`config.mk`:
```
export PLATFORM = sky130hd
export DESIGN_NAME = string_to_unsigned_parser_unit_flat
export DESIGN_NICKNAME = d
export VERILOG_FILES = /design/src/rtl/stu_pkg.sv /design/src/rtl/stu_if.sv /design/src/rtl/string_to_unsigned_parser_unit.sv /design/src/flat_wrapper.sv
export SDC_FILE = /design/constraint.sdc
export NUM_CORES = 1
export LEC_CHECK = 0
export ABC_CLOCK_PERIOD_IN_PS = 10000
export BUFFER_PORTS_ARGS = -buffer_cell sky130_fd_sc_hd__buf_2
export CORE_MARGIN = 1
export CORE_UTILIZATION = 60
export DETAILED_ROUTE_END_ITERATION = 7
export PLACE_DENSITY = 0.8
export SLEW_MARGIN = 20
export SYNTH_ARGS = -nofsm -noshare
export SYNTH_HDL_FRONTEND = slang
export SYNTH_SLANG_ARGS = --single-unit
```
`constraint.sdc`:
```
create_clock -name clock -period 10 [get_ports clock]
set_clock_uncertainty 0.15 [all_clocks]
set_input_delay 2 -clock clock [delete_from_list [all_inputs] [get_ports clock]]
set_output_delay 2 -clock clock [all_outputs]
set_load 0.01 [all_outputs]
```
`src/rtl/stu_pkg.sv`:
```
// ----------------------------------------------------------------------------
// stu_pkg: shared definitions of the string to unsigned parser
// Widths, register map, status codes, character codes and the end position
// saturation helper used by the channel interfaces and the parser.
// ----------------------------------------------------------------------------
package stu_pkg;

   // field widths
   localparam int CharBits     = 8;
   localparam int BaseBits     = 6;
   localparam int ValueBits    = 64;
   localparam int EndBits      = 16;
   localparam int PositionBits = 16;
   localparam int PosWideBits  = 32;

   // register map: byte address bit 2 selects the register word
   localparam int CsrAddrBits = 3;
   localparam int CsrDataBits = 32;
   localparam logic RegNumberBase = 1'b0;

   // radix limits and reset value
   localparam logic [BaseBits-1:0] BaseReset = 6'd10;
   localparam logic [BaseBits-1:0] BaseMin   = 6'd2;
   localparam logic [BaseBits-1:0] BaseMax   = 6'd36;

   // character codes
   localparam logic [CharBits-1:0] CharSpace = 8'h20;
   localparam logic [CharBits-1:0] CharTab   = 8'h09;
   localparam logic [CharBits-1:0] CharCr    = 8'h0D;
   localparam logic [CharBits-1:0] CharZero  = 8'h30;
   localparam logic [CharBits-1:0] CharNine  = 8'h39;
   localparam logic [CharBits-1:0] CharLowA  = 8'h61;
   localparam logic [CharBits-1:0] CharLowZ  = 8'h7A;
   localparam logic [CharBits-1:0] CharUpA   = 8'h41;
   localparam logic [CharBits-1:0] CharUpZ   = 8'h5A;
   localparam logic [CharBits-1:0] LetterOffset = 8'd10;

   // report status codes
   typedef enum logic [1:0] {
      STATUS_OK      = 2'd0,
      STATUS_INVALID = 2'd1,
      STATUS_TOO_BIG = 2'd2
   } status_type;

   // position count clipped to the width of the end position field
   function automatic logic [EndBits-1:0] end_position_of(
      input logic [PositionBits-1:0] pos
   );
      logic [PosWideBits-1:0] wide;
      wide = PosWideBits'(pos);
      if (wide > PosWideBits'({EndBits{1'b1}})) begin
         return {EndBits{1'b1}};
      end
      return wide[EndBits-1:0];
   endfunction

endpackage

```
`src/rtl/stu_if.sv`:
```
// ----------------------------------------------------------------------------
// stu_if: valid/ready channels of the string to unsigned parser
// Character channel into the parser and report channel out of it.
// ----------------------------------------------------------------------------

// character channel
interface stu_req_if;
   logic                         valid;
   logic                         ready;
   logic [stu_pkg::CharBits-1:0] character;
   logic                         character_valid;
   logic                         first_of_string;
   logic                         last_of_string;

   modport source (
      output valid, character, character_valid, first_of_string, last_of_string,
      input  ready
   );
   modport sink (
      input  valid, character, character_valid, first_of_string, last_of_string,
      output ready
   );
endinterface

// report channel
interface stu_rsp_if;
   logic                          valid;
   logic                          ready;
   stu_pkg::status_type           status;
   logic [stu_pkg::ValueBits-1:0] parsed_value;
   logic [stu_pkg::EndBits-1:0]   end_position;

   modport source (
      output valid, status, parsed_value, end_position,
      input  ready
   );
   modport sink (
      input  valid, status, parsed_value, end_position,
      output ready
   );
endinterface

```
`src/rtl/string_to_unsigned_parser_unit.sv`:
```
// ----------------------------------------------------------------------------
// string_to_unsigned_parser_unit: streaming unsigned integer parser
// Skips leading whitespace, accumulates digits in a radix of 2 to 36 and
// reports once per string with status, value and end position.
// ----------------------------------------------------------------------------
// One character transaction is taken every clock cycle while the report side
// keeps up; a report waiting on the report side holds the input. A report is
// presented from the report register: an accepted character fills the input
// register, which passes its report to the report register once the report
// side is free. The rate is set by the per-character state update: a 64 by 6
// bit multiply, a digit add and an overflow test on the running value, all
// combinational. The radix register (byte address 0, 6 bits, reset value 10)
// must be written only while no transaction is in flight.
module string_to_unsigned_parser_unit (
   input  logic                               clock,
   input  logic                               reset,
   stu_req_if.sink                            req_channel,
   stu_rsp_if.source                          rsp_channel,
   input  logic                               psel,
   input  logic                               penable,
   input  logic                               pwrite,
   input  logic [stu_pkg::CsrAddrBits-1:0]    paddr,
   input  logic [stu_pkg::CsrDataBits-1:0]    pwdata,
   output logic [stu_pkg::CsrDataBits-1:0]    prdata,
   output logic                               pready
);

   localparam int ProdBits = stu_pkg::ValueBits + stu_pkg::BaseBits;

   typedef enum logic [1:0] {
      PHASE_SKIP,
      PHASE_DIGITS,
      PHASE_DONE
   } phase_type;

   // configuration register
   logic [stu_pkg::BaseBits-1:0] number_base_ff, number_base_in;

   // input register
   logic                         in_valid_ff, in_valid_in;
   logic [stu_pkg::CharBits-1:0] char_ff, char_in;
   logic                         char_valid_ff, char_valid_in;
   logic                         first_ff, first_in;
   logic                         last_ff, last_in;

   // parse state
   phase_type                        phase_ff, phase_in;
   logic [stu_pkg::ValueBits-1:0]    acc_ff, acc_in;
   logic [stu_pkg::PositionBits-1:0] pos_ff, pos_in;
   logic                             seen_ff, seen_in;

   // report register
   logic                          rsp_valid_ff, rsp_valid_in;
   stu_pkg::status_type           status_ff, status_in;
   logic [stu_pkg::ValueBits-1:0] value_ff, value_in;
   logic [stu_pkg::EndBits-1:0]   end_ff, end_in;

   // working signals
   logic                             advance;
   logic                             csr_write;
   phase_type                        phase_cur;
   logic [stu_pkg::ValueBits-1:0]    acc_cur;
   logic [stu_pkg::PositionBits-1:0] pos_cur;
   logic [stu_pkg::PositionBits-1:0] pos_bumped;
   logic                             seen_cur;
   logic                             base_ok;
   logic                             is_blank;
   logic [stu_pkg::CharBits-1:0]     digit_raw;
   logic                             is_alnum;
   logic                             digit_ok;
   logic [ProdBits-1:0]              mac;
   logic                             overflow;
   logic                             report;
   stu_pkg::status_type              report_status;

   // handshakes
   assign advance           = in_valid_ff && (!rsp_valid_ff || rsp_channel.ready);
   assign req_channel.ready = !in_valid_ff || advance;
   assign csr_write         = psel && penable && pwrite;
   assign pready            = 1'b1;
   assign prdata            = (paddr[2] == stu_pkg::RegNumberBase)
                              ? stu_pkg::CsrDataBits'(number_base_ff) : '0;

   assign rsp_channel.valid        = rsp_valid_ff;
   assign rsp_channel.status       = status_ff;
   assign rsp_channel.parsed_value = value_ff;
   assign rsp_channel.end_position = end_ff;

   // state seen by this character, cleared at the start of a string
   assign phase_cur = first_ff ? PHASE_SKIP : phase_ff;
   assign acc_cur   = first_ff ? '0 : acc_ff;
   assign pos_cur   = first_ff ? '0 : pos_ff;
   assign seen_cur  = first_ff ? 1'b0 : seen_ff;
   assign pos_bumped = (pos_cur == {stu_pkg::PositionBits{1'b1}}) ? pos_cur
                       : pos_cur + 1'b1;

   // character classes
   assign base_ok  = (number_base_ff >= stu_pkg::BaseMin) && (number_base_ff <= stu_pkg::BaseMax);
   assign is_blank = (char_ff == stu_pkg::CharSpace)
                     || ((char_ff >= stu_pkg::CharTab) && (char_ff <= stu_pkg::CharCr));

   // digit decode, both letter cases
   always_comb begin
      is_alnum  = 1'b1;
      digit_raw = '0;
      if ((char_ff >= stu_pkg::CharZero) && (char_ff <= stu_pkg::CharNine)) begin
         digit_raw = char_ff - stu_pkg::CharZero;
      end else if ((char_ff >= stu_pkg::CharLowA) && (char_ff <= stu_pkg::CharLowZ)) begin
         digit_raw = char_ff - stu_pkg::CharLowA + stu_pkg::LetterOffset;
      end else if ((char_ff >= stu_pkg::CharUpA) && (char_ff <= stu_pkg::CharUpZ)) begin
         digit_raw = char_ff - stu_pkg::CharUpA + stu_pkg::LetterOffset;
      end else begin
         is_alnum = 1'b0;
      end
   end

   assign digit_ok = is_alnum && (digit_raw < stu_pkg::CharBits'(number_base_ff));

   // multiply-accumulate with carry-out as the overflow flag
   assign mac = ProdBits'(acc_cur) * ProdBits'(number_base_ff) + ProdBits'(digit_raw);
   assign overflow = |mac[ProdBits-1:stu_pkg::ValueBits];

   // per-character parse step
   always_comb begin
      phase_in      = phase_cur;
      acc_in        = acc_cur;
      pos_in        = pos_cur;
      seen_in       = seen_cur;
      report        = 1'b0;
      report_status = stu_pkg::STATUS_INVALID;
      if (phase_cur == PHASE_DONE) begin
         report = 1'b0;
      end else if (!base_ok) begin
         report = 1'b1;
      end else if (!char_valid_ff) begin
         report        = last_ff;
         report_status = seen_cur ? stu_pkg::STATUS_OK : stu_pkg::STATUS_INVALID;
      end else if ((phase_cur == PHASE_SKIP) && is_blank) begin
         pos_in = pos_bumped;
         report = last_ff;
      end else if (!digit_ok) begin
         report        = 1'b1;
         report_status = seen_cur ? stu_pkg::STATUS_OK : stu_pkg::STATUS_INVALID;
      end else if (overflow) begin
         report        = 1'b1;
         report_status = stu_pkg::STATUS_TOO_BIG;
      end else begin
         phase_in      = PHASE_DIGITS;
         acc_in        = mac[stu_pkg::ValueBits-1:0];
         pos_in        = pos_bumped;
         seen_in       = 1'b1;
         report        = last_ff;
         report_status = stu_pkg::STATUS_OK;
      end
      if (report) begin
         phase_in = PHASE_DONE;
      end
   end

   // report payload
   always_comb begin
      status_in = report_status;
      value_in  = (report_status == stu_pkg::STATUS_OK) ? acc_in : '0;
      end_in    = (report_status == stu_pkg::STATUS_OK)
                  ? stu_pkg::end_position_of(pos_in) : '0;
   end

   // next values of the channel registers
   always_comb begin
      in_valid_in   = in_valid_ff;
      char_in       = char_ff;
      char_valid_in = char_valid_ff;
      first_in      = first_ff;
      last_in       = last_ff;
      if (advance) begin
         in_valid_in = 1'b0;
      end
      if (req_channel.valid && req_channel.ready) begin
         in_valid_in   = 1'b1;
         char_in       = req_channel.character;
         char_valid_in = req_channel.character_valid;
         first_in      = req_channel.first_of_string;
         last_in       = req_channel.last_of_string;
      end
      rsp_valid_in = rsp_valid_ff && !rsp_channel.ready;
      if (advance && report) begin
         rsp_valid_in = 1'b1;
      end
      number_base_in = number_base_ff;
      if (csr_write && (paddr[2] == stu_pkg::RegNumberBase)) begin
         number_base_in = pwdata[stu_pkg::BaseBits-1:0];
      end
   end

   // control, state and report registers
   always_ff @(posedge clock) begin
      if (reset) begin
         number_base_ff <= stu_pkg::BaseReset;
         in_valid_ff    <= 1'b0;
         rsp_valid_ff   <= 1'b0;
         phase_ff       <= PHASE_SKIP;
         acc_ff         <= '0;
         pos_ff         <= '0;
         seen_ff        <= 1'b0;
      end else begin
         number_base_ff <= number_base_in;
         in_valid_ff    <= in_valid_in;
         rsp_valid_ff   <= rsp_valid_in;
         if (advance) begin
            phase_ff <= phase_in;
            acc_ff   <= acc_in;
            pos_ff   <= pos_in;
            seen_ff  <= seen_in;
         end
         if (advance && report) begin
            status_ff <= status_in;
            value_ff  <= value_in;
            end_ff    <= end_in;
         end
      end
   end

   // input payload registers
   always_ff @(posedge clock) begin
      char_ff       <= char_in;
      char_valid_ff <= char_valid_in;
      first_ff      <= first_in;
      last_ff       <= last_in;
   end

endmodule

```
`src/flat_wrapper.sv`:
```
// flat-port wrapper written by rule: the top's interface ports become plain ports
module string_to_unsigned_parser_unit_flat 
  (clock, reset, psel, penable, pwrite, paddr, pwdata, prdata, pready, req_channel_valid, req_channel_character, req_channel_character_valid, req_channel_first_of_string, req_channel_last_of_string, req_channel_ready, rsp_channel_valid, rsp_channel_status, rsp_channel_parsed_value, rsp_channel_end_position, rsp_channel_ready);
  stu_req_if req_channel_i ();
  stu_rsp_if rsp_channel_i ();
  input  logic clock;
  input  logic reset;
  input  logic psel;
  input  logic penable;
  input  logic pwrite;
  input  logic [stu_pkg::CsrAddrBits-1:0] paddr;
  input  logic [stu_pkg::CsrDataBits-1:0] pwdata;
  output logic [stu_pkg::CsrDataBits-1:0] prdata;
  output logic pready;
  input wire logic [$bits(req_channel_i.valid)-1:0] req_channel_valid;
  input wire logic [$bits(req_channel_i.character)-1:0] req_channel_character;
  input wire logic [$bits(req_channel_i.character_valid)-1:0] req_channel_character_valid;
  input wire logic [$bits(req_channel_i.first_of_string)-1:0] req_channel_first_of_string;
  input wire logic [$bits(req_channel_i.last_of_string)-1:0] req_channel_last_of_string;
  output wire logic [$bits(req_channel_i.ready)-1:0] req_channel_ready;
  output wire logic [$bits(rsp_channel_i.valid)-1:0] rsp_channel_valid;
  output wire logic [$bits(rsp_channel_i.status)-1:0] rsp_channel_status;
  output wire logic [$bits(rsp_channel_i.parsed_value)-1:0] rsp_channel_parsed_value;
  output wire logic [$bits(rsp_channel_i.end_position)-1:0] rsp_channel_end_position;
  input wire logic [$bits(rsp_channel_i.ready)-1:0] rsp_channel_ready;
  assign req_channel_i.valid = req_channel_valid;
  assign req_channel_i.character = req_channel_character;
  assign req_channel_i.character_valid = req_channel_character_valid;
  assign req_channel_i.first_of_string = req_channel_first_of_string;
  assign req_channel_i.last_of_string = req_channel_last_of_string;
  assign req_channel_ready = req_channel_i.ready;
  assign rsp_channel_valid = rsp_channel_i.valid;
  assign rsp_channel_status = rsp_channel_i.status;
  assign rsp_channel_parsed_value = rsp_channel_i.parsed_value;
  assign rsp_channel_end_position = rsp_channel_i.end_position;
  assign rsp_channel_i.ready = rsp_channel_ready;
  string_to_unsigned_parser_unit u_core (.clock(clock), .reset(reset), .req_channel(req_channel_i), .rsp_channel(rsp_channel_i), .psel(psel), .penable(penable), .pwrite(pwrite), .paddr(paddr), .pwdata(pwdata), .prdata(prdata), .pready(pready));
endmodule
```
==> impl_metrics.yaml <==
yosys:
  postSynthAreaPerCell_um2: 9.03
  synth_warnings: 0
  synth_enable_flop_cells: 93
  synth-main-ff-cell: "edfxtp_1"
  synth_cells: 2501
  yosys.area.top_type: "fa_1"
  async_reset_ff_frac: 0
  synthTopCellsByCount: "and3_1, fa_1, nand2_1"
  synthTopCellsByArea: "fa_1, edfxtp_1, ha_1"
  yosys.area.top_type_share: 0.225
  synth-seq-cells: 184
  netlist-cell-type-count: 92
  yosysMostFrequentCell: "and3_1"
  syn-cell-area_um2: 22600
  yosysSeqAreaShare: 0.204
pwr:
  power_density_nw_per_um2: 71.0
  power.total_mw: 1.69
  irDropWorstVdd_mv: 0.137
  power_leakage_nw: 11.4
sta:
  finalHoldViolCount: 0
  worstMarginPinSlew_ns: 0.967
  maxSlewHeadroom: 0.352
  rsz0062_at_grt: "no"
  fin_setup_tns_ns: 0
  max_freq_mhz: 115
  setup_viol: 0
  period_minus_slack_ns: 8.71
  period_share: 0.871
  maxSlewViolCount: 0
placed_design:
  routabilityCongestion: 0.974
  hpwl_um: 46800
  port_buffers: 114
worst_setup_path:
  path_class: "flop to flop"
  path_cells: "inv_6 > buf_4 > and3_1 > fa_1 > fa_1 > fa_1 > ha_1 > ha_1 > and4_1 > and3_1 > a22oi_1 > nand3_1 > a2111oi_0 > o32ai_1 > o211ai_2 > nor4b_4 > or2_2 > o21ai_0 > and2_4 > buf_12"
  worstSetupStartpoint: "u_core.first_ff"
  crit_required_ns: 10.01
  rrSetupSlack_ns: 1.29
  critPathCapture: "u_core.rsp_channel.parsed_value[37]"
  slowest_delay_ns: 0.65
  worstPathArrival_ns: 8.71
  critPathMaxFanout: 79
  slowest_stage: "edfxtp_1"
  rr_startpoint: "u_core.first_ff"
  rr_worst_depth: 20
  path_common_cell: "fa_1"
  r2r-end: "u_core.rsp_channel.parsed_value[37]"
  crit_path_end_kind: "flop"
  crit_path_start_kind: "flop"
routing:
  routed_wl_um: 63800
  drt_iter0_drc: 2030
  avgViaCountPerCell: 6.57
  wl_per_cell_um: 21.5
  ant_nets: 0
  drc_errors: 0
  firstDrtPassIters: 6
  num_vias: 19500
global_route:
  track_usage: 0.336
  grt_remaining_overflow: 0
  grt_max_degree: 80
  grt_antenna_before_repair: 0
  grt_pass1_vias: 19400
  grt_pass1_wl_um: 102000
status:
  status: "complete, no violations"
floorplan:
  top_level_ports: 170
  start_util: 0.614
  core_um2: 36800
  die_h_um: 196
  core.rowCount: 70
  die_x_um: 196
  die-area_um2: 38400
clock_network:
  cts.path.max_buffers: 2
  clk_pin_slew_worst_paths_ns: 0.08
  clock_sinks: 184
  cts.repair.resized: 0
  cts_buffers: 17
  root_buffer: "clkbuf_16"
  htreeDepth: 4
  cts_tree: "done"
  cts_hold_buf: 0
  post_cts.repair.setup_buffers: 0
  clk_latency_ns: 0.49
cells_and_area:
  drive_above_1_share: 0.0883
  finalNetCount: 2957
  antenna-diode-count: 0
  postLayoutCoreUtil: 0.646
  fillers: 3001
  synthToLayoutAreaGrowth_pct: 5.18
worst_hold_path:
  hp-class: "flop to flop"
run:
  cap_viol_max_count: 0
-- state kept, by name (all words and copies together), names as in the netlist --
signal                           count
u_core.rsp_channel.end_position     16
u_core.pos_ff                       16
u_core.in_valid_ff                   1
u_core.rsp_channel.valid             1
u_core.rsp_channel.parsed_value     64
u_core.char_valid_ff                 1
u_core.rsp_channel.status            2
u_core.char_ff                       8
u_core.number_base_ff                6
u_core.last_ff                       1
u_core.seen_ff                       1
u_core.acc_ff                       64
u_core.first_ff                      1
u_core.phase_ff                      2
-- final cells by class --
class / count / area, um2 / area share
Inverter: 153 / 579 / 0.0244
Multi-Input combinational cell: 1990 / 16600 / 0.699
Sequential cell: 184 / 4610 / 0.194
Tap cell: 468 / 586 / 0.0246
Timing Repair Buffer: 144 / 808 / 0.0340
Clock buffer: 18 / 439 / 0.0185
Clock inverter: 14 / 131 / 0.00553
-- critical path, delay by kind of cell, from the launching register on --
family                     cells  cell delay, ns
and+or+nand+nor                7            2.14
AOI/OAI and AO/OA              5            1.66
adders and majority gates      5            2.22
buffers and inverters          3            1.40
DFF                            1            0.65
-- report_power, final --
group          switching [mW]  internal, mW  total, mW
clock network           0.358         0.337      0.695
registers              0.0105         0.804      0.814
logic                   0.133        0.0443      0.177
total                   0.501          1.18       1.69
-- layer usage --
metal  vias to the layer above  GRT usage  share of wire  routed length, um
met5                         -          0              0                  0
met2                      1062      0.546           0.48              30500
met4                         0      0.152          0.036               2270
li1                       8738          -              -                  -
met3                       156     0.0679          0.091               5840
met1                      9559      0.435           0.40              25300
-- per-stage QoR --
step                hold WS (ns)  worst slack, ns  area, um2  cells
finish                     0.341             1.29      23800   2971
floorplan                  0.291             1.17      22700   2526
global route               0.344            0.991      23800   2971
global placement           0.303             1.56      23200   2939
detailed placement         0.309             1.45      23200   2939
CTS                        0.334             1.41      23800   2971
-- cell families after synthesis --
logic type,Yosys count,share of synthesized area
adder cells (fa/ha/maj),414,0.314
XOR/XNOR,61,0.0237
other,2,0.000333
buffers and inverters,352,0.0669
AND/OR/NAND/NOR,940,0.224
multiplexers,28,0.0132
AO/OA/AOI/OAI,520,0.154
flip-flops,184,0.204
-- worst min-delay path by stage --
stage,startpoint,endpoint,cells past startpoint
5_1_grt,u_core.acc_ff[22],u_core.acc_ff[22],1
6_report,u_core.acc_ff[22],u_core.acc_ff[22],1
4_1_cts,u_core.acc_ff[22],u_core.acc_ff[22],1
2_1_floorplan,u_core.acc_ff[16],u_core.acc_ff[16],1
3_5_place_dp,u_core.acc_ff[16],u_core.acc_ff[16],1
3_3_place_gp,u_core.acc_ff[22],u_core.acc_ff[22],1
-- cell usage in the layout, fill, tap and decap left out, types with 93 or more instances in the layout --
cell type,n
edfxtp_1,93
nor2_1,128
buf_2,114
ha_1,160
nand2_1,223
and3_1,261
fa_1,254
a21oi_1,148
inv_1,151
and2_1,103
No activity file was read; power rests on OpenSTA's default activity.
